File: src/rtl/core/hbt_pkg.sv
// shared types and codes of the hpack header block tokenizer
package hbt_pkg;

   localparam int VALUE_W = 64;

   // result event codes
   localparam logic [2:0] EV_INDEXED     = 3'd0;
   localparam logic [2:0] EV_LITERAL     = 3'd1;
   localparam logic [2:0] EV_STR_START   = 3'd2;
   localparam logic [2:0] EV_STR_BYTE    = 3'd3;
   localparam logic [2:0] EV_SIZE_UPDATE = 3'd4;
   localparam logic [2:0] EV_ERROR       = 3'd5;
   localparam logic [2:0] EV_BLOCK_DONE  = 3'd6;

   // representation kinds
   localparam logic [1:0] REPR_INDEXED   = 2'd0;
   localparam logic [1:0] REPR_INCREMENT = 2'd1;
   localparam logic [1:0] REPR_WITHOUT   = 2'd2;
   localparam logic [1:0] REPR_NEVER     = 2'd3;

   // error codes
   localparam logic [1:0] ERR_TRUNCATED   = 2'd0;
   localparam logic [1:0] ERR_INDEX       = 2'd1;
   localparam logic [1:0] ERR_COMPRESSION = 2'd2;
   localparam logic [1:0] ERR_OVERFLOW    = 2'd3;

   // prefix masks of the integer encodings
   localparam logic [7:0] MASK7 = 8'h7F;
   localparam logic [7:0] MASK6 = 8'h3F;
   localparam logic [7:0] MASK5 = 8'h1F;
   localparam logic [7:0] MASK4 = 8'h0F;

   // last shift that may still take another continuation byte
   localparam logic [6:0] SHIFT_LAST = 7'd63;
   localparam logic [6:0] SHIFT_STEP = 7'd7;

   localparam logic [31:0] LIMIT_RESET = 32'd4096;

   typedef enum logic [3:0] {
      PH_IDLE,
      PH_IDX_CONT,
      PH_NAMEIDX_CONT,
      PH_LEN_FIRST,
      PH_LEN_CONT,
      PH_STR,
      PH_SIZE_CONT
   } hbt_phase_type;

   typedef struct packed {
      logic [2:0]         event_res;
      logic [1:0]         repr_kind;
      logic [VALUE_W-1:0] value;
      logic               huffman;
      logic               in_value_string;
      logic [7:0]         out_byte;
      logic [1:0]         error_code;
   } hbt_result_type;

   // all results caused by one request byte
   typedef struct packed {
      hbt_result_type primary;
      logic           has_primary;
      logic           has_trunc;
      logic           has_done;
   } hbt_entry_type;

endpackage

File: src/rtl/core/hbt_front.sv
// front end: classifies bytes, decodes prefix integers, builds result entries
module hbt_front import hbt_pkg::*; #(
   parameter int INT_BITS = 64
) (
   input  logic          clock,
   input  logic          reset,
   input  logic          csr_write_enable,
   input  logic [31:0]   csr_write_data,
   input  logic          req_valid,
   output logic          req_ready,
   input  logic [7:0]    req_data_byte,
   input  logic          req_block_end,
   output logic          push_valid,
   input  logic          push_ready,
   output hbt_entry_type push_entry
);

   hbt_phase_type       phase_ff, phase_in, phase_mid;
   logic [INT_BITS-1:0] accum_ff, accum_in;
   logic [6:0]          shift_ff, shift_in;
   logic [1:0]          cur_repr_ff, cur_repr_in;
   logic [INT_BITS-1:0] string_left_ff, string_left_in;
   logic                string_is_value_ff, string_is_value_in;
   logic                header_seen_ff, header_seen_in;
   logic                discarding_ff, discarding_in;
   logic                str_huff_ff, str_huff_in;
   logic [31:0]         limit_ff;

   logic                accept;
   logic [1:0]          kind_now;
   logic                huff_now;
   logic                start_hit, start_full;
   logic [7:0]          start_mask, start_v;
   hbt_phase_type       start_purpose;
   logic                more_hit, more_fail, more_ovf;
   logic [6:0]          more_b;
   logic [INT_BITS+6:0] more_wide;
   logic [INT_BITS:0]   more_sum;
   logic                done_hit;
   logic [INT_BITS-1:0] done_v;
   hbt_phase_type       done_purpose;
   logic                str_hit, str_last;
   logic                after_string;
   logic                fail_hit;
   logic [1:0]          fail_code;
   logic                has_any;

   assign accept     = req_valid && push_ready;
   assign req_ready  = push_ready;
   assign str_last   = string_left_ff == INT_BITS'(1);

   // decode of the current byte against the phase
   always_comb begin
      kind_now      = cur_repr_ff;
      huff_now      = str_huff_ff;
      start_hit     = 1'b0;
      start_mask    = MASK7;
      start_purpose = PH_IDX_CONT;
      more_hit      = 1'b0;
      str_hit       = 1'b0;
      if (!discarding_ff) begin
         unique case (phase_ff)
            PH_IDLE: begin
               start_hit = 1'b1;
               priority if (req_data_byte[7]) begin
                  start_mask    = MASK7;
                  start_purpose = PH_IDX_CONT;
                  kind_now      = REPR_INDEXED;
               end else if (req_data_byte[6]) begin
                  start_mask    = MASK6;
                  start_purpose = PH_NAMEIDX_CONT;
                  kind_now      = REPR_INCREMENT;
               end else if (req_data_byte[5]) begin
                  start_mask    = MASK5;
                  start_purpose = PH_SIZE_CONT;
                  kind_now      = REPR_INDEXED;
               end else if (req_data_byte[4]) begin
                  start_mask    = MASK4;
                  start_purpose = PH_NAMEIDX_CONT;
                  kind_now      = REPR_NEVER;
               end else begin
                  start_mask    = MASK4;
                  start_purpose = PH_NAMEIDX_CONT;
                  kind_now      = REPR_WITHOUT;
               end
            end
            PH_LEN_FIRST: begin
               start_hit     = 1'b1;
               start_mask    = MASK7;
               start_purpose = PH_LEN_CONT;
               huff_now      = req_data_byte[7];
            end
            PH_STR: begin
               str_hit = 1'b1;
            end
            PH_IDX_CONT, PH_NAMEIDX_CONT, PH_LEN_CONT, PH_SIZE_CONT: begin
               more_hit = 1'b1;
            end
            default: begin
            end
         endcase
      end
   end

   // prefix integer: first byte and continuation bytes
   always_comb begin
      start_v    = req_data_byte & start_mask;
      start_full = start_v == start_mask;
      more_b     = req_data_byte[6:0];
      more_wide  = (INT_BITS+7)'(more_b) << shift_ff;
      more_sum   = {1'b0, accum_ff} + {1'b0, more_wide[INT_BITS-1:0]};
      if (shift_ff >= 7'(INT_BITS)) begin
         more_ovf = more_b != 7'd0;
      end else begin
         more_ovf = more_wide[INT_BITS+6:INT_BITS] != 7'd0;
      end
      more_fail = more_hit && (more_ovf || more_sum[INT_BITS] || (shift_ff > SHIFT_LAST));

      done_hit     = 1'b0;
      done_v       = '0;
      done_purpose = start_purpose;
      if (start_hit && !start_full) begin
         done_hit     = 1'b1;
         done_v       = INT_BITS'(start_v);
         done_purpose = start_purpose;
      end else if (more_hit && !more_fail && !req_data_byte[7]) begin
         done_hit     = 1'b1;
         done_v       = more_sum[INT_BITS-1:0];
         done_purpose = phase_ff;
      end

      // errors raised by this byte
      fail_hit  = 1'b0;
      fail_code = ERR_OVERFLOW;
      if (more_fail) begin
         fail_hit  = 1'b1;
         fail_code = ERR_OVERFLOW;
      end else if (done_hit && done_purpose == PH_IDX_CONT && done_v == '0) begin
         fail_hit  = 1'b1;
         fail_code = ERR_INDEX;
      end else if (done_hit && done_purpose == PH_SIZE_CONT &&
                   (header_seen_ff || done_v > INT_BITS'(limit_ff))) begin
         fail_hit  = 1'b1;
         fail_code = ERR_COMPRESSION;
      end
   end

   // phase after the byte, before the block end is applied
   always_comb begin
      after_string = 1'b0;
      phase_mid    = phase_ff;
      if (!discarding_ff) begin
         priority if (fail_hit) begin
            phase_mid = PH_IDLE;
         end else if (done_hit) begin
            case (done_purpose)
               PH_IDX_CONT:     phase_mid = PH_IDLE;
               PH_NAMEIDX_CONT: phase_mid = PH_LEN_FIRST;
               PH_LEN_CONT: begin
                  if (done_v == '0) begin
                     after_string = 1'b1;
                     phase_mid    = string_is_value_ff ? PH_IDLE : PH_LEN_FIRST;
                  end else begin
                     phase_mid = PH_STR;
                  end
               end
               default:         phase_mid = PH_IDLE;
            endcase
         end else if (start_hit) begin
            phase_mid = start_purpose;
         end else if (str_hit) begin
            if (str_last) begin
               after_string = 1'b1;
               phase_mid    = string_is_value_ff ? PH_IDLE : PH_LEN_FIRST;
            end
         end else if (!more_hit) begin
            phase_mid = PH_IDLE;
         end
      end
   end

   // next state
   always_comb begin
      phase_in           = phase_mid;
      discarding_in      = discarding_ff || fail_hit;
      cur_repr_in        = kind_now;
      str_huff_in        = huff_now;
      accum_in           = accum_ff;
      shift_in           = shift_ff;
      string_left_in     = string_left_ff;
      string_is_value_in = string_is_value_ff;
      header_seen_in     = header_seen_ff;
      if (start_hit && start_full) begin
         accum_in = INT_BITS'(start_v);
         shift_in = '0;
      end else if (more_hit && !more_fail) begin
         accum_in = more_sum[INT_BITS-1:0];
         shift_in = shift_ff + SHIFT_STEP;
      end
      if (done_hit && done_purpose == PH_LEN_CONT && done_v != '0) begin
         string_left_in = done_v;
      end else if (str_hit) begin
         string_left_in = string_left_ff - INT_BITS'(1);
      end
      if (done_hit && done_purpose == PH_NAMEIDX_CONT) begin
         string_is_value_in = done_v != '0;
      end else if (after_string) begin
         string_is_value_in = 1'b1;
      end
      if (done_hit && !fail_hit &&
          (done_purpose == PH_IDX_CONT || done_purpose == PH_NAMEIDX_CONT)) begin
         header_seen_in = 1'b1;
      end
      if (req_block_end) begin
         phase_in           = PH_IDLE;
         discarding_in      = 1'b0;
         header_seen_in     = 1'b0;
         string_is_value_in = 1'b0;
         string_left_in     = '0;
         accum_in           = '0;
         shift_in           = '0;
      end
   end

   // result entry for this byte
   always_comb begin
      push_entry = '0;
      push_entry.has_primary = fail_hit || done_hit || str_hit;
      if (fail_hit) begin
         push_entry.primary.event_res  = EV_ERROR;
         push_entry.primary.error_code = fail_code;
      end else if (str_hit) begin
         push_entry.primary.event_res       = EV_STR_BYTE;
         push_entry.primary.repr_kind       = cur_repr_ff;
         push_entry.primary.in_value_string = string_is_value_ff;
         push_entry.primary.out_byte        = req_data_byte;
      end else if (done_hit) begin
         push_entry.primary.value = VALUE_W'(done_v);
         case (done_purpose)
            PH_IDX_CONT: begin
               push_entry.primary.event_res = EV_INDEXED;
            end
            PH_NAMEIDX_CONT: begin
               push_entry.primary.event_res = EV_LITERAL;
               push_entry.primary.repr_kind = kind_now;
            end
            PH_LEN_CONT: begin
               push_entry.primary.event_res       = EV_STR_START;
               push_entry.primary.repr_kind       = cur_repr_ff;
               push_entry.primary.huffman         = huff_now;
               push_entry.primary.in_value_string = string_is_value_ff;
            end
            default: begin
               push_entry.primary.event_res = EV_SIZE_UPDATE;
            end
         endcase
      end
      push_entry.has_trunc = req_block_end && !(discarding_ff || fail_hit) &&
                             phase_mid != PH_IDLE;
      push_entry.has_done  = req_block_end;
   end

   assign has_any    = push_entry.has_primary || req_block_end;
   assign push_valid = accept && has_any;

   // control registers
   always_ff @(posedge clock) begin
      if (reset) begin
         phase_ff           <= PH_IDLE;
         discarding_ff      <= 1'b0;
         header_seen_ff     <= 1'b0;
         string_is_value_ff <= 1'b0;
         string_left_ff     <= '0;
         accum_ff           <= '0;
         shift_ff           <= '0;
         cur_repr_ff        <= REPR_INDEXED;
         str_huff_ff        <= 1'b0;
      end else if (accept) begin
         phase_ff           <= phase_in;
         discarding_ff      <= discarding_in;
         header_seen_ff     <= header_seen_in;
         string_is_value_ff <= string_is_value_in;
         string_left_ff     <= string_left_in;
         accum_ff           <= accum_in;
         shift_ff           <= shift_in;
         cur_repr_ff        <= cur_repr_in;
         str_huff_ff        <= str_huff_in;
      end
   end

   // size update limit register
   always_ff @(posedge clock) begin
      if (reset) begin
         limit_ff <= LIMIT_RESET;
      end else if (csr_write_enable) begin
         limit_ff <= csr_write_data;
      end
   end

endmodule

File: src/rtl/core/hbt_queue.sv
// short register queue of result entries between front and back end
module hbt_queue import hbt_pkg::*; #(
   parameter int DEPTH = 4
) (
   input  logic          clock,
   input  logic          reset,
   input  logic          push_valid,
   output logic          push_ready,
   input  hbt_entry_type push_entry,
   output logic          pop_valid,
   input  logic          pop_ready,
   output hbt_entry_type pop_entry
);

   localparam int PTR_W = (DEPTH > 1) ? $clog2(DEPTH) : 1;
   localparam int CNT_W = $clog2(DEPTH + 1);

   hbt_entry_type    slot_ff [DEPTH];
   logic [PTR_W-1:0] head_ff, head_in, tail_ff, tail_in;
   logic [CNT_W-1:0] count_ff, count_in;
   logic             do_push, do_pop;

   assign push_ready = count_ff != CNT_W'(DEPTH);
   assign pop_valid  = count_ff != '0;
   assign pop_entry  = slot_ff[head_ff];
   assign do_push    = push_valid && push_ready;
   assign do_pop     = pop_valid && pop_ready;

   // pointer and fill bookkeeping
   always_comb begin
      head_in  = head_ff;
      tail_in  = tail_ff;
      count_in = count_ff;
      if (do_push) begin
         tail_in = (tail_ff == PTR_W'(DEPTH - 1)) ? '0 : tail_ff + PTR_W'(1);
      end
      if (do_pop) begin
         head_in = (head_ff == PTR_W'(DEPTH - 1)) ? '0 : head_ff + PTR_W'(1);
      end
      if (do_push && !do_pop) begin
         count_in = count_ff + CNT_W'(1);
      end else if (do_pop && !do_push) begin
         count_in = count_ff - CNT_W'(1);
      end
   end

   always_ff @(posedge clock) begin
      if (reset) begin
         head_ff  <= '0;
         tail_ff  <= '0;
         count_ff <= '0;
      end else begin
         head_ff  <= head_in;
         tail_ff  <= tail_in;
         count_ff <= count_in;
      end
   end

   // entry storage
   always_ff @(posedge clock) begin
      if (do_push) begin
         slot_ff[tail_ff] <= push_entry;
      end
   end

endmodule

File: src/rtl/core/hbt_back.sv
// back end: unpacks queue entries into single results on the response channel
module hbt_back import hbt_pkg::*; (
   input  logic          clock,
   input  logic          reset,
   input  logic          pop_valid,
   output logic          pop_ready,
   input  hbt_entry_type pop_entry,
   output logic          rsp_valid,
   input  logic          rsp_ready,
   output logic [2:0]    rsp_event_res,
   output logic [1:0]    rsp_repr_kind,
   output logic [63:0]   rsp_value,
   output logic          rsp_huffman,
   output logic          rsp_in_value_string,
   output logic [7:0]    rsp_out_byte,
   output logic [1:0]    rsp_error_code,
   output logic          rsp_last
);

   logic [2:0]     consumed_ff, consumed_in;
   logic [2:0]     pending, sel;
   logic           sel_last, load;
   hbt_result_type cur;
   hbt_result_type result_ff, result_in;
   logic           valid_ff, valid_in;
   logic           last_ff, last_in;

   // pick the next result of the head entry in order
   always_comb begin
      pending = {pop_entry.has_done, pop_entry.has_trunc, pop_entry.has_primary} &
                ~consumed_ff;
      priority if (pending[0]) begin
         sel = 3'b001;
      end else if (pending[1]) begin
         sel = 3'b010;
      end else begin
         sel = 3'b100;
      end
      sel_last = (pending & ~sel) == 3'b000;
      cur = '0;
      if (sel[0]) begin
         cur = pop_entry.primary;
      end else if (sel[1]) begin
         cur.event_res  = EV_ERROR;
         cur.error_code = ERR_TRUNCATED;
      end else begin
         cur.event_res = EV_BLOCK_DONE;
      end
   end

   assign load      = !valid_ff || rsp_ready;
   assign pop_ready = load && sel_last;

   // output register load
   always_comb begin
      result_in   = result_ff;
      last_in     = last_ff;
      valid_in    = valid_ff;
      consumed_in = consumed_ff;
      if (load) begin
         valid_in = pop_valid;
         if (pop_valid) begin
            result_in   = cur;
            last_in     = sel_last;
            consumed_in = sel_last ? 3'b000 : (consumed_ff | sel);
         end
      end
   end

   always_ff @(posedge clock) begin
      if (reset) begin
         valid_ff    <= 1'b0;
         consumed_ff <= 3'b000;
      end else begin
         valid_ff    <= valid_in;
         consumed_ff <= consumed_in;
      end
   end

   always_ff @(posedge clock) begin
      result_ff <= result_in;
      last_ff   <= last_in;
   end

   assign rsp_valid           = valid_ff;
   assign rsp_event_res       = result_ff.event_res;
   assign rsp_repr_kind       = result_ff.repr_kind;
   assign rsp_value           = result_ff.value;
   assign rsp_huffman         = result_ff.huffman;
   assign rsp_in_value_string = result_ff.in_value_string;
   assign rsp_out_byte        = result_ff.out_byte;
   assign rsp_error_code      = result_ff.error_code;
   assign rsp_last            = last_ff;

endmodule

File: src/rtl/core/hpack_block_tokenizer_unit.sv
// top level of the hpack header block tokenizer
//
// Header block bytes enter on the req_ channel, one byte per request, with
// req_block_end marking the last byte of a block. Each request yields zero to
// three results on the rsp_ channel (field events, string bytes, size
// updates, errors, block done); rsp_last marks the last result of a request.
// csr_write_enable/csr_write_data set the size update limit (4096 at reset).
// The results of a request pass through the entry queue slot and then the response register.
// Throughput: one request per cycle while each byte yields at most one
// result; the response register sends one result per cycle, so a byte with
// two or three results holds the output until all of them are sent, and the entry
// queue (QUEUE_DEPTH requests deep) absorbs the difference.
// When the receiver stalls, results wait in the response register and the
// queue; once the queue is full req_ready drops until space frees up.
// Reset (synchronous) empties the queue and output, returns the decoder to
// the start of a block and loads the default limit.
module hpack_block_tokenizer_unit import hbt_pkg::*; #(
   parameter int INT_BITS    = 64,
   parameter int QUEUE_DEPTH = 4
) (
   input  logic        clock,
   input  logic        reset,
   input  logic        csr_write_enable,
   input  logic [31:0] csr_write_data,
   input  logic        req_valid,
   output logic        req_ready,
   input  logic [7:0]  req_data_byte,
   input  logic        req_block_end,
   output logic        rsp_valid,
   input  logic        rsp_ready,
   output logic [2:0]  rsp_event_res,
   output logic [1:0]  rsp_repr_kind,
   output logic [63:0] rsp_value,
   output logic        rsp_huffman,
   output logic        rsp_in_value_string,
   output logic [7:0]  rsp_out_byte,
   output logic [1:0]  rsp_error_code,
   output logic        rsp_last
);

   logic          push_valid, push_ready;
   hbt_entry_type push_entry;
   logic          pop_valid, pop_ready;
   hbt_entry_type pop_entry;

   // byte classification and integer decoding
   hbt_front #(
      .INT_BITS (INT_BITS)
   ) u_front (
      .clock            (clock),
      .reset            (reset),
      .csr_write_enable (csr_write_enable),
      .csr_write_data   (csr_write_data),
      .req_valid        (req_valid),
      .req_ready        (req_ready),
      .req_data_byte    (req_data_byte),
      .req_block_end    (req_block_end),
      .push_valid       (push_valid),
      .push_ready       (push_ready),
      .push_entry       (push_entry)
   );

   // entry queue
   hbt_queue #(
      .DEPTH (QUEUE_DEPTH)
   ) u_queue (
      .clock      (clock),
      .reset      (reset),
      .push_valid (push_valid),
      .push_ready (push_ready),
      .push_entry (push_entry),
      .pop_valid  (pop_valid),
      .pop_ready  (pop_ready),
      .pop_entry  (pop_entry)
   );

   // result serializer
   hbt_back u_back (
      .clock               (clock),
      .reset               (reset),
      .pop_valid           (pop_valid),
      .pop_ready           (pop_ready),
      .pop_entry           (pop_entry),
      .rsp_valid           (rsp_valid),
      .rsp_ready           (rsp_ready),
      .rsp_event_res       (rsp_event_res),
      .rsp_repr_kind       (rsp_repr_kind),
      .rsp_value           (rsp_value),
      .rsp_huffman         (rsp_huffman),
      .rsp_in_value_string (rsp_in_value_string),
      .rsp_out_byte        (rsp_out_byte),
      .rsp_error_code      (rsp_error_code),
      .rsp_last            (rsp_last)
   );

endmodule

File: config.mk
export PLATFORM = sky130hd
export DESIGN_NAME = hpack_block_tokenizer_unit
export DESIGN_NICKNAME = d
export VERILOG_FILES = /design/src/rtl/core/hbt_pkg.sv /design/src/rtl/core/hbt_front.sv /design/src/rtl/core/hbt_queue.sv /design/src/rtl/core/hbt_back.sv /design/src/rtl/core/hpack_block_tokenizer_unit.sv
export SDC_FILE = /design/constraint.sdc
export NUM_CORES = 1
export LEC_CHECK = 0
export ABC_AREA = 1
export BUFFER_PORTS_ARGS = -buffer_cell sky130_fd_sc_hd__buf_2
export CAP_MARGIN = 5
export CORE_MARGIN = 1.5
export CORE_UTILIZATION = 45
export CTS_CLUSTER_DIAMETER = 150
export CTS_CLUSTER_SIZE = 30
export DETAILED_ROUTE_END_ITERATION = 7
export PLACE_DENSITY = 0.59
export SYNTH_ARGS = -nofsm -noshare
export SYNTH_HDL_FRONTEND = slang
export SYNTH_SLANG_ARGS = --single-unit
File: constraint.sdc
create_clock -name clock -period 13 [get_ports clock]
set_input_delay 2.6 -clock clock [delete_from_list [all_inputs] [get_ports clock]]
set_output_delay 2.6 -clock clock [all_outputs]
set_load 0.01 [all_outputs]
After elaboration in Yosys (flattened, before gate mapping)
Memories as Yosys holds them, arrays and structs flattened. A register that Yosys moved wholly into a read port is not among the register bits.
Index checks and enable logic that the tools add are counted.

operators by class
  $add $sub $neg = 7
  shift operators = 1
  order comparisons = 3
  bitwise operators = 6
  reduce and logical (&&, ||, !) cells = 60
  div/mod/pow operators = 0
  equal/unequal tests = 15
  $mul = 0
  mux-type cells = 95

operators with widths
  operator                                             count
  two-way mux 64 bit                                   8
  two-way mux 76 bit                                   1
  two-way mux 71 bit                                   1
  left shift 7 x 7 -> 71 bit                           1
  adder 64 x 64 -> 65 bit                              1
  two-way mux 65 bit                                   1
  == test 64 x 1 -> 1 bit (second input constant)      1
  > comparator 64 x 32 -> 1 bit                        1
  zero test 64 bit                                     1
  nonzero test 64 bit                                  1
  subtractor 64 x 1 -> 64 bit (second input constant)  1
  two-way mux 4 bit                                    14
  two-way mux 8 bit                                    5
  two-way mux 1 bit                                    33
  two-way mux 2 bit                                    15
  two-way mux 3 bit                                    8
  logical AND 1 bit                                    23
  two-way mux 7 bit                                    3
  == test 4 x 3 -> 1 bit (second input constant)       5
  one-hot mux 4 bit (2 select lines)                   2
  nonzero test 7 bit                                   2
  == test 4 x 2 -> 1 bit (second input constant)       3
  nonzero test 3 bit                                   4
  two-way mux 5 bit                                    2
  other kinds (25)                                     50

storage, ports and cells
  memories = 1
  bits in writable memories = 336
  word-level logic and storage cells = 211
  bits of input ports = 46
  register bits after elaboration = 270
  latch bits = 0
  memory bits (read-only) = 0
  output and inout port bits = 84

memory list
  memory           words  bits a word  read ports  clocked after memory_dff  write ports  line             RTL
  u_queue.slot_ff  4      84           1           1                         1            hbt_queue.sv:18  hbt_entry_type slot_ff [DEPTH];

Depth between registers and ports, before layout
Gate-level depths: netlist of run 1.

  depth in word-level cells = 26
  gate-level depth with buffers = 50
  depth with buffers taken out = 48

Cells and area by module
Synthesis of run 1 repeated with hierarchy kept, for this count alone.

unflattened totals
  cells, all modules = 4,231
  area, all modules = 34,127.7 um^2

modules (own cells, without submodules)
  module     sequential area each (um^2)  area each (um^2)  cells an instance  times used
  hbt_front  3,543.4                      17,187.7          3,059              1
  hbt_queue  10,269.8                     13,574.3          881                1
  hbt_back   2,542.4                      3,365.7           291                1

Least setup slack after synthesis of run 1
OpenSTA, ideal clock, no wires.

  kind = input to register
  start = input port req_data_byte[0]
  end = memory u_queue.slot_ff[0][0] in the netlist's numbering, enable pin
  setup time = 0.527 ns
  arrival = 10.366 ns
  path slack = 2.107 ns
  stages = 39
  data required time = 12.473 ns
  path buffers = 2
  cells stage by stage = inv_1 -> nand2_1 -> o21ai_0 -> nand2_1 -> nand2_1 -> nand2_1 -> nand2_1 -> inv_1 -> nand2_1 -> nor2_1 -> ha_1 -> a21oi_1 -> inv_1 -> nor2_1 -> nand2_1 -> nand2_1 -> nand2_1 -> nand2_1 -> (+3 left out) -> inv_2 -> buf_4 -> clkbuf_1 -> nand2_1 -> inv_1 -> ha_1 -> nand2_1 -> nor4_1 -> inv_1 -> nor4_1 -> nand2_1 -> nand3_1 -> a21oi_1 -> a21oi_2 -> nor2_4 -> nand4_1 -> nand2_1 -> nor2_1

between the ends
  word-level cells in the longest chain between the ends = 24
  elaborated cells on any way between the ends = 40
  classes of those cells = 1 x add/sub; 1 x order compare; 3 x eq/ne; 1 x shift; 12 x mux; 1 x bitwise; 21 x reduce/logical

ends and longest elaborated chain
  item                                                              line                              RTL
  start: declaration                                                hpack_block_tokenizer_unit.sv:27  input logic [7:0] req_data_byte,
  branches (longest 17 deep; another with adder 64 x 64 -> 65 bit)  -
  logical OR 1 bit (*) (2 in a row)                                 hbt_front.sv:228                  push_entry.has_primary = fail_hit || done_hit || str_hit;
  logical OR 1 bit (*)                                              hbt_front.sv:263                  assign has_any = push_entry.has_primary || req_block_end;
  logical AND 1 bit (*)                                             hbt_front.sv:264                  assign push_valid = accept && has_any;
  logical AND 1 bit (*)                                             hbt_queue.sv:26                   assign do_push = push_valid && push_ready;
  two-way mux 1 bit (*)                                             hbt_queue.sv:61                   if (do_push) begin
  two-way mux 1 bit (implied by the code) (*)                       hbt_queue.sv:62                   slot_ff[tail_ff] <= push_entry;
  end: declaration                                                  hbt_queue.sv:18

Mark *: on every way between the ends.

Worst setup path after layout of run 1
  start = input port req_data_byte[0]
  end = memory u_queue.slot_ff[2][66] in the netlist's numbering, enable pin

Same word-level chain as after synthesis.

==> results of run 1 <==
==> through the flow <==
stage,util (%),std cells,cell area [µm²],setup slack (ns)
3_5_place_dp,47.4,5013,34600,2.08
4_1_cts,48.3,5057,35300,2.74
2_1_floorplan,-,4065,33200,2.11
5_1_grt,48.3,5057,35300,1.95
6_report,48.3,5057,35300,2.65
3_3_place_gp,47.4,5013,34600,2.20
==> final cells by class <==
type / instances / area, µm²
sequential: 608 / 16400
fill: 7221 / 37700
clock buffer: 40 / 661
inverter: 392 / 1480
timing repair buffer: 157 / 883
clock inverter: 4 / 42.5
multi-input combinational: 2897 / 14600
tap: 959 / 1200
==> power breakdown <==
part | switching [mW] | internal [mW]
logic | 1.47 | 0.576
clock network | 0.619 | 0.360
registers | 0.129 | 2.48
total | 2.22 | 3.42
==> worst min-delay path, cell delays in order (launching register included) <==
cell and delay [ns]:
sky130_fd_sc_hd__dfxtp_1 0.33, sky130_fd_sc_hd__o31ai_1 0.06, sky130_fd_sc_hd__nor2_1 0.04
==> cells in the final DEF, fill, tap and decap left out, types with 106 or more instances in the layout <==
master | netlist | final
sky130_fd_sc_hd__ha_1 | 106 | 106
sky130_fd_sc_hd__buf_2 | 14 | 128
sky130_fd_sc_hd__inv_1 | 374 | 371
sky130_fd_sc_hd__dfxtp_1 | 190 | 188
sky130_fd_sc_hd__o21ai_0 | 285 | 285
sky130_fd_sc_hd__a21oi_1 | 367 | 367
sky130_fd_sc_hd__edfxtp_1 | 418 | 418
sky130_fd_sc_hd__nor2_1 | 752 | 746
sky130_fd_sc_hd__nand2_1 | 863 | 863
sky130_fd_sc_hd__nand3_1 | 109 | 109
==> routing by layer <==
layer	vias up	wire length (µm)	global-route usage, %	part of all wire, %
li1	13500	-	-	-
met1	13300	50000	42.1	45
met2	1018	49400	45.3	45
met3	141	7840	3.18	7.1
met4	0	3580	8.39	3.2
met5	-	0	0	0
==> path summary, 6_finish.rpt <==
kind,from,endpoint,cells after the start
worst max-delay path,req_data_byte[0],u_queue.slot_ff[2][66],39
worst min register to register,u_back.consumed_ff[2],u_back.consumed_ff[2],2
worst min-delay path,u_back.consumed_ff[2],u_back.consumed_ff[2],2
worst max register to register,u_front.shift_ff[3],u_queue.slot_ff[2][66],33
==> logic make-up (layout without fill, tap and decap cells) <==
family	count (synthesis)	count (layout)
fa+ha+maj	108	108
xor+xnor	92	92
compound gates	802	802
buf+inv	560	593
simple gates	1895	1895
flops	608	608
==> sequential cells by signal (all words and copies together) (netlist names), 2 cells and up, named ones only <==
signal,flops
u_back.rsp_error_code,2
u_back.rsp_value,64
u_front.phase_ff,4
u_queue.head_ff,2
u_front.limit_ff,32
u_front.shift_ff,7
u_queue.slot_ff,336
u_back.rsp_event_res,3
u_queue.count_ff,3
u_back.rsp_repr_kind,2
u_front.cur_repr_ff,2
u_back.rsp_out_byte,8
u_queue.tail_ff,2
u_front.accum_ff,64
u_front.string_left_ff,64
u_back.consumed_ff,3
==> reports/results.txt, run 1 <==
STA puts the critical path data required time at 13.28 ns. The number of top-level pins is 130. Post-route DRC violation count: 0. Setup violations remaining at the end of the flow were counted as 0. Category of the most critical setup path: input pin to flip-flop.

The synthesized cell area came out at 33,200 µm². For this run, the leading register cell type out of synthesis is sky130_fd_sc_hd__edfxtp_1. The tools report the number of antenna violations at the first check in global routing as 0.

Dividing the detail-routed via count by the number of cells gives 5.54. On the critical path the largest part of the delay comes from simple AND/OR/NAND/NOR gates. The logs give 57 for the number of distinct library cells after synthesis and 0 for the global-route congestion overflow total. The xor/xnor share of the synthesized area works out to 2.43%. After synthesis, the mean cell area works out to 8.17 µm². The fraction of registers with async set or reset after synthesis was 0%; the share of cell area taken by muxes after synthesis was 0%. The synthesized design contains 608 register bits. Of the available clock period, the critical path in the final layout requires 79.6%.

The number of synthesized flops with an enable pin was 418; the number of inserted diodes was 0. The most used standard cell by instance count after synthesis was sky130_fd_sc_hd__nand2_1. The maximum VDD drop is 0.150 mV, and the number of gates resized after cts is 0.

Clock-pin slew was measured on the worst setup and hold paths at 0.11 ns. The maximum number of pins on one net before global-route repair is 85. For the relative slew slack, the log shows 21.6%. The highest attainable clock frequency is 0.0966 GHz, and the total buffers and inverters traversed by the critical path is 8.

Of the total synthesized cell area, the portion taken by full adders, half adders and majority gates is 4.11%. Max-cap violations in this run came to 0. In this run the static leakage power is 14.4 nW. At the end of routability-driven placement, the weighted congestion stood at 1.09. By area the synthesized netlist is led by sky130_fd_sc_hd__edfxtp_1, sky130_fd_sc_hd__dfxtp_1, sky130_fd_sc_hd__nand2_1. In this run, the number of DRC markers left after iteration 0 of detailed routing was 2,873. The synthesized netlist devotes 23.4% of its cell area to simple gates.

The clock net sink count is 608, and the fraction of synthesized cell area taken by the top area cell type is 37.8%. Vertical die dimension: 275 µm. At the pin with the least slew margin, the transition time is 1.18 ns.

The compound-gate portion of the synthesized area came out at 14.0%. The net count of the finished layout is 4,234. By area, the combinational part of the netlist is dominated by simple AND/OR/NAND/NOR gates.

Setup repair after global routing left no endpoint under its margin. STA classifies the critical path startpoint as an input pin. The first global-routing pass estimated 163,000 µm of wire. Wires add up to 111,000 µm. The final setup TNS is 0 ns.

The tools report the root cell of the clock tree as sky130_fd_sc_hd__clkbuf_16. For the post-CTS setup-driven buffer insertion count, the log shows 0. Setup slack of the worst register-to-register path: 3.72 ns. The count of pins over their slew limit was 0; the share of synthesized area occupied by flip-flops and latches was 49.2%.

Synthesis produced 4,065 cells. For the final database, setup skew stands at 0.0537 ns. For this design the ratio of total power to cell area is 160 nW/µm². The final-report hold violation count came out at 0. Among all stages on the critical path, the largest delay is contributed by sky130_fd_sc_hd__nor2_4. The number of nets produced by synthesis is 4,219, and the area of the core region is 73,000 µm². The clock passes through at most 3 buffers. Once detailed placement completed, the half-perimeter wirelength came to 82,600 µm. The count of input and output buffers came out at 129. Hold timing on the final database bottoms out at a slack of 0.463 ns. The run finished with clean final reports. The all-layer global routing usage is 28.9%, and the area added between synthesis and finish is 6.15%. The total via count in the routed design is 28,000.

Library cell with the largest summed area after synthesis: sky130_fd_sc_hd__edfxtp_1. After clock tree synthesis, the flow added hold-fix buffers numbering 0. The post-route minimum period was 10.35 ns; the number of rows in the core area was 99.

The logs give 25,700 for the number of global-route vias before repair and 5.64 mW for the power after layout. The commonest cells after synthesis are sky130_fd_sc_hd__nand2_1, sky130_fd_sc_hd__nor2_1, sky130_fd_sc_hd__edfxtp_1, sky130_fd_sc_hd__inv_1, sky130_fd_sc_hd__a21oi_1. The Yosys step of the flow raised 0 warnings.

The min-delay analysis places its worst path in the category flip-flop to flip-flop. TritonCTS built the clock tree. The die outline area was 75,400 µm²; the share of layout cells above drive strength 1 was 8.37%. Once the floorplan was initialized, standard cells occupied 45.5% of the core. The largest single stage delay on the critical path is 0.87 ns.

After detailed routing, the average wire length per cell comes to 21.9 µm. The run gives 0.66 ns as the insertion delay of the later-clocked pin in the worst-skew pair. The detailed-router iteration count before antenna repair is 5. The most numerous cell type found on the critical path is sky130_fd_sc_hd__nand2_1. For the post-detailed-route count of antenna-violating nets, the log shows 0. The tools report the critical path arrival as 10.63 ns.

STA classifies the critical path endpoint as a flip-flop. The maximum fanout along the worst path is 50, and the number of buffers created by CTS is 24. The H-tree depth is 1, and the x dimension of the die is 275 µm.
Note: power is estimated with default switching activity, not from simulation.
==> run 2: changes to the inputs <==
--- a/config.mk
+++ b/config.mk
@@ -5,7 +5,7 @@
 export SDC_FILE = /design/constraint.sdc
 export NUM_CORES = 1
 export LEC_CHECK = 0
-export ABC_AREA = 1
+export ABC_AREA = 0
 export BUFFER_PORTS_ARGS = -buffer_cell sky130_fd_sc_hd__buf_2
 export CAP_MARGIN = 5
 export CORE_MARGIN = 1.5
@@ -13,7 +13,7 @@
 export CTS_CLUSTER_DIAMETER = 150
 export CTS_CLUSTER_SIZE = 30
 export DETAILED_ROUTE_END_ITERATION = 7
-export PLACE_DENSITY = 0.59
+export PLACE_DENSITY = 0.62
 export SYNTH_ARGS = -nofsm -noshare
 export SYNTH_HDL_FRONTEND = slang
 export SYNTH_SLANG_ARGS = --single-unit
==> constraint.sdc (replaced) <==
create_clock -name clock -period 8.6 [get_ports clock]
set_input_delay 1.72 -clock clock [delete_from_list [all_inputs] [get_ports clock]]
set_output_delay 1.72 -clock clock [all_outputs]
set_load 0.01 [all_outputs]
==> run 2 against run 1 <==
The run now ends with DRC left. Critical path depth is 8 lower. Setup slack got worse by 2.5 ns. Final cell count down 15%. Clock skew up 0.0026 ns. Final area grew 3.9%. Non-clock buffer count rose by 344. Die area down 4.5%. First-iteration DRC count is 2.0% lower. Combinational power up 17%. Largest power group unchanged. Largest cell class unchanged. Global-route usage grew 0.30 points. Clock-buffer cell count is 2 higher.
==> reports/results.txt, run 2 <==
Cells fill 52.4% of the core in the end. The checks that failed: DRC. The number of placed instances, taps included, is 4,246. The analysis attributes to cell leakage a power of 13.9 nW. The worst path uses 97.9% of the clock period. In the synthesized netlist, the cells that appear most often are sky130_fd_sc_hd__edfxtp_1, sky130_fd_sc_hd__nor2_1, sky130_fd_sc_hd__nand2_1, sky130_fd_sc_hd__a21oi_1, sky130_fd_sc_hd__dfxtp_1.

Leaving out fill and tap cells, the most frequent cell in the layout is sky130_fd_sc_hd__edfxtp_1. The logs give 0 for the final-report hold violation count and 4,292 for the final cell count without fillers. The share of total power dissipated in combinational logic is 31.1%.

Number of synthesized register bits: 608. Setup total negative slack on the finished layout was measured at 0 ns. After clock tree synthesis, the clock-pin slew on the worst setup and hold paths is 0.11 ns. Before CTS, the worst setup slack after placement is -0.730 ns.

The floorplan step defined a die boundary enclosing 72,100 µm². After clock tree synthesis, the setup repair step added 0 buffers. The first global-routing pass estimated 158,000 µm of wire.

Setup repair after global routing could not meet its margin everywhere. The fraction of registers with async set or reset after synthesis was 0%; the insertion delay of the later-clocked pin in the worst-skew pair was 0.63 ns. The number of nets handed over by synthesis was 3,136. The highest attainable clock frequency is 0.119 GHz.

For the number of antenna violations at the first check in global routing, the log shows 4. The maximum fanout along the worst path is 21. In this run, post-CTS hold repair placed 0 buffers. The path class of the tightest hold or removal check is flip-flop to flip-flop. The share of layout cells above drive strength 1 was 20.5%; the post-detailed-route count of antenna-violating nets was 0. More flip-flops sit in one register than any other, and that register is u_queue.slot_ff. The tools report the clock net sink count as 608. Ranked by total cell area, the synthesized netlist is headed by sky130_fd_sc_hd__edfxtp_1, sky130_fd_sc_hd__dfxtp_1, sky130_fd_sc_hd__mux4_2.

The tools report the maximum count of clock buffers along a single path as 3. The most common cell in the synthesized netlist is sky130_fd_sc_hd__edfxtp_1. Number of distinct library cells after synthesis: 89. The total via count in the routed design came out at 25,800. The cell sitting at the root of the clock tree is a sky130_fd_sc_hd__clkbuf_16. By startpoint and endpoint, the worst setup path is classified as input pin to flip-flop.

The tools report the initial core utilization as 45.4%. Detail-routed net length per standard cell: 24.8 µm. TritonCTS built the clock tree. The cell area after placement came out at 35,800 µm². The fraction of synthesized cell area taken by the top area cell type was 39.6%. Once detailed placement completed, the half-perimeter wirelength came to 80,800 µm. Nature of the critical path endpoint: a flip-flop. The largest single stage delay on the critical path is 0.70 ns.

The register with the most flip-flops in the layout has 336 of them. The run gives 8.88 ns as the critical path arrival. Summing the sequential cell areas from Yosys gives 51.6% of the chip area.

The flow ran to the end, but the final reports show violations. In this run switching power makes up 32.4% of total power. X dimension of the die: 268 µm.

In the layout the commonest cells are sky130_fd_sc_hd__edfxtp_1, sky130_fd_sc_hd__buf_4, sky130_fd_sc_hd__nor2_1, sky130_fd_sc_hd__nand2_1, sky130_fd_sc_hd__a21oi_1. Synthesis handed over a netlist of 2,982 instances. For the number of violations reported at the end of detailed-routing iteration 0, the log shows 2,815. The number of top-level pins is 130, and the count of pins over their slew limit is 0. The area added between synthesis and finish was 15.5%; the post-route minimum period was 8.42 ns. The count of input and output buffers was 129.

The analysis attributes to net switching a power of 2.49 mW. VDD sags by at most 0.247 mV. Once layout is done, the placed cells without fillers occupy 36,600 µm².

Summed over all instances, the cell type with the most area after synthesis is sky130_fd_sc_hd__edfxtp_1. The hold slack came out at 0.472 ns. Per report_power, the sequential group accounts for 49.7% of the total. The run gives 9.06 ns as the data required time of the critical path.

The cell area that synthesis handed to floorplanning was 31,700 µm². In the post-route analysis, the smallest setup slack over all paths is 0.180 ns. The slew of the pin with the lowest slew margin is 1.08 ns. The run gives 0.0563 ns as the worst clock skew on the final layout.

The number of max-cap violations came out at 0. Counting the buffers created by CTS gives 24. The largest individual stage delay along the critical path comes from the cell sky130_fd_sc_hd__xnor2_1. For the routed wire length, the log shows 107,000 µm. Setup slack on the worst reg-to-reg path comes out at 0.48 ns. The H-tree depth was 1. The maximum number of pins on one net before global-route repair came out at 71. Global routing consumed, over all layers together, 29.2% of the routing resources.

Final number of setup-violating endpoints: 0. The run gives 1.00 as the global placement routability congestion. The number of synthesized flops with an enable pin is 418, and the vertical die dimension is 268 µm. The relative slew slack came out at 27.2%.

After layout, the design draws a total of 7.69 mW. The run gives 25,100 as the number of global-route vias before repair. The most used flip-flop cell after synthesis is sky130_fd_sc_hd__edfxtp_1. The Yosys step of the flow raised 0 warnings. After synthesis, the mean cell area works out to 10.6 µm².

After detailed routing, the number of remaining DRC violations is 2. The tools report the type of origin of the critical path as an input pin. Internal power comes to 5.20 mW.

The global-route congestion overflow total came out at 0. The area of the core region is 69,900 µm², and the number of rows in the core area is 97. The net count reported at finish is 3,486, and the vias per cell is 6.01. The clock network accounts for 19.3% of the total power. For this design the ratio of total power to cell area is 210 nW/µm².

The tools report the detailed-router iteration count before antenna repair as 8.
run 2: cell types whose count changed in the layout (fill, tap and decap cells not counted), moves of 84 or more:
cell | before | now
sky130_fd_sc_hd__mux4_2 | 0 | 84
sky130_fd_sc_hd__nand2_1 | 863 | 220
sky130_fd_sc_hd__nor2_1 | 746 | 350
sky130_fd_sc_hd__buf_4 | 27 | 358
sky130_fd_sc_hd__nor2b_1 | 0 | 87
sky130_fd_sc_hd__a21oi_1 | 367 | 192
sky130_fd_sc_hd__inv_1 | 371 | 113
sky130_fd_sc_hd__o21ai_0 | 285 | 121
run 2: cells by family after synthesis:
logic type | count (synthesis) | share of synthesized area [%]
adders and majority gates | 110 | 4.37
muxes | 141 | 7.80
buffers and inverters | 290 | 3.72
and+or+nand+nor | 1067 | 16.3
xor gates and xnor gates | 81 | 2.24
AOI/OAI and AO/OA | 685 | 14.0
DFF | 608 | 51.6
run 2: layer usage:
metal,global-route usage [%],up-vias,wire [µm]
met2,47.1,965,49200
met1,41.7,12900,47400
met5,0,-,12
met4,7.73,2,2940
met3,3.44,154,7090
li1,-,11800,-
run 2: final timing paths:
kind	from	to	cells past startpoint
setup / recovery	req_data_byte[3]	u_queue.slot_ff[1][50]	31
hold / removal	u_back.consumed_ff[1]	u_back.consumed_ff[1]	2
setup reg to reg	u_front.shift_ff[1]	u_queue.slot_ff[1][50]	33
hold reg to reg	u_back.consumed_ff[1]	u_back.consumed_ff[1]	2
run 2: power by group through the flow:
stage,Combinational [mW],Sequential (mW),Clock [mW]
2_1_floorplan,1.40,4.00,0
3_3_place_gp,2.37,3.87,0
3_5_place_dp,2.40,3.89,0
4_1_cts,2.41,3.82,1.51
5_1_grt,2.59,3.87,1.60
6_report,2.39,3.82,1.48
run 2: area by class of cell:
cell class	count	area (µm²)
timing repair buffer	501	3630
tap	940	1180
multi-input combinational	2084	14300
inverter	113	424
fill	6291	33300
sequential	608	16400
clock inverter	2	25.0
clock buffer	42	689
antenna	2	5.00
run 2: repair_timing:
item	4_1_cts	5_1_grt
resized for setup	1	16
pin swaps	0	0
hold endpoints to repair	0	0
endpoints found under the setup margin	4	264
run 2: worst max-delay path, delay by kind of cell:
family,cells,cell delay [ns]
AOI/OAI and AO/OA,10,1.94
xor gates and xnor gates,1,0.70
adders and majority gates,2,0.57
buffers and inverters,6,1.05
muxes,2,0.40
and+or+nand+nor,10,2.49
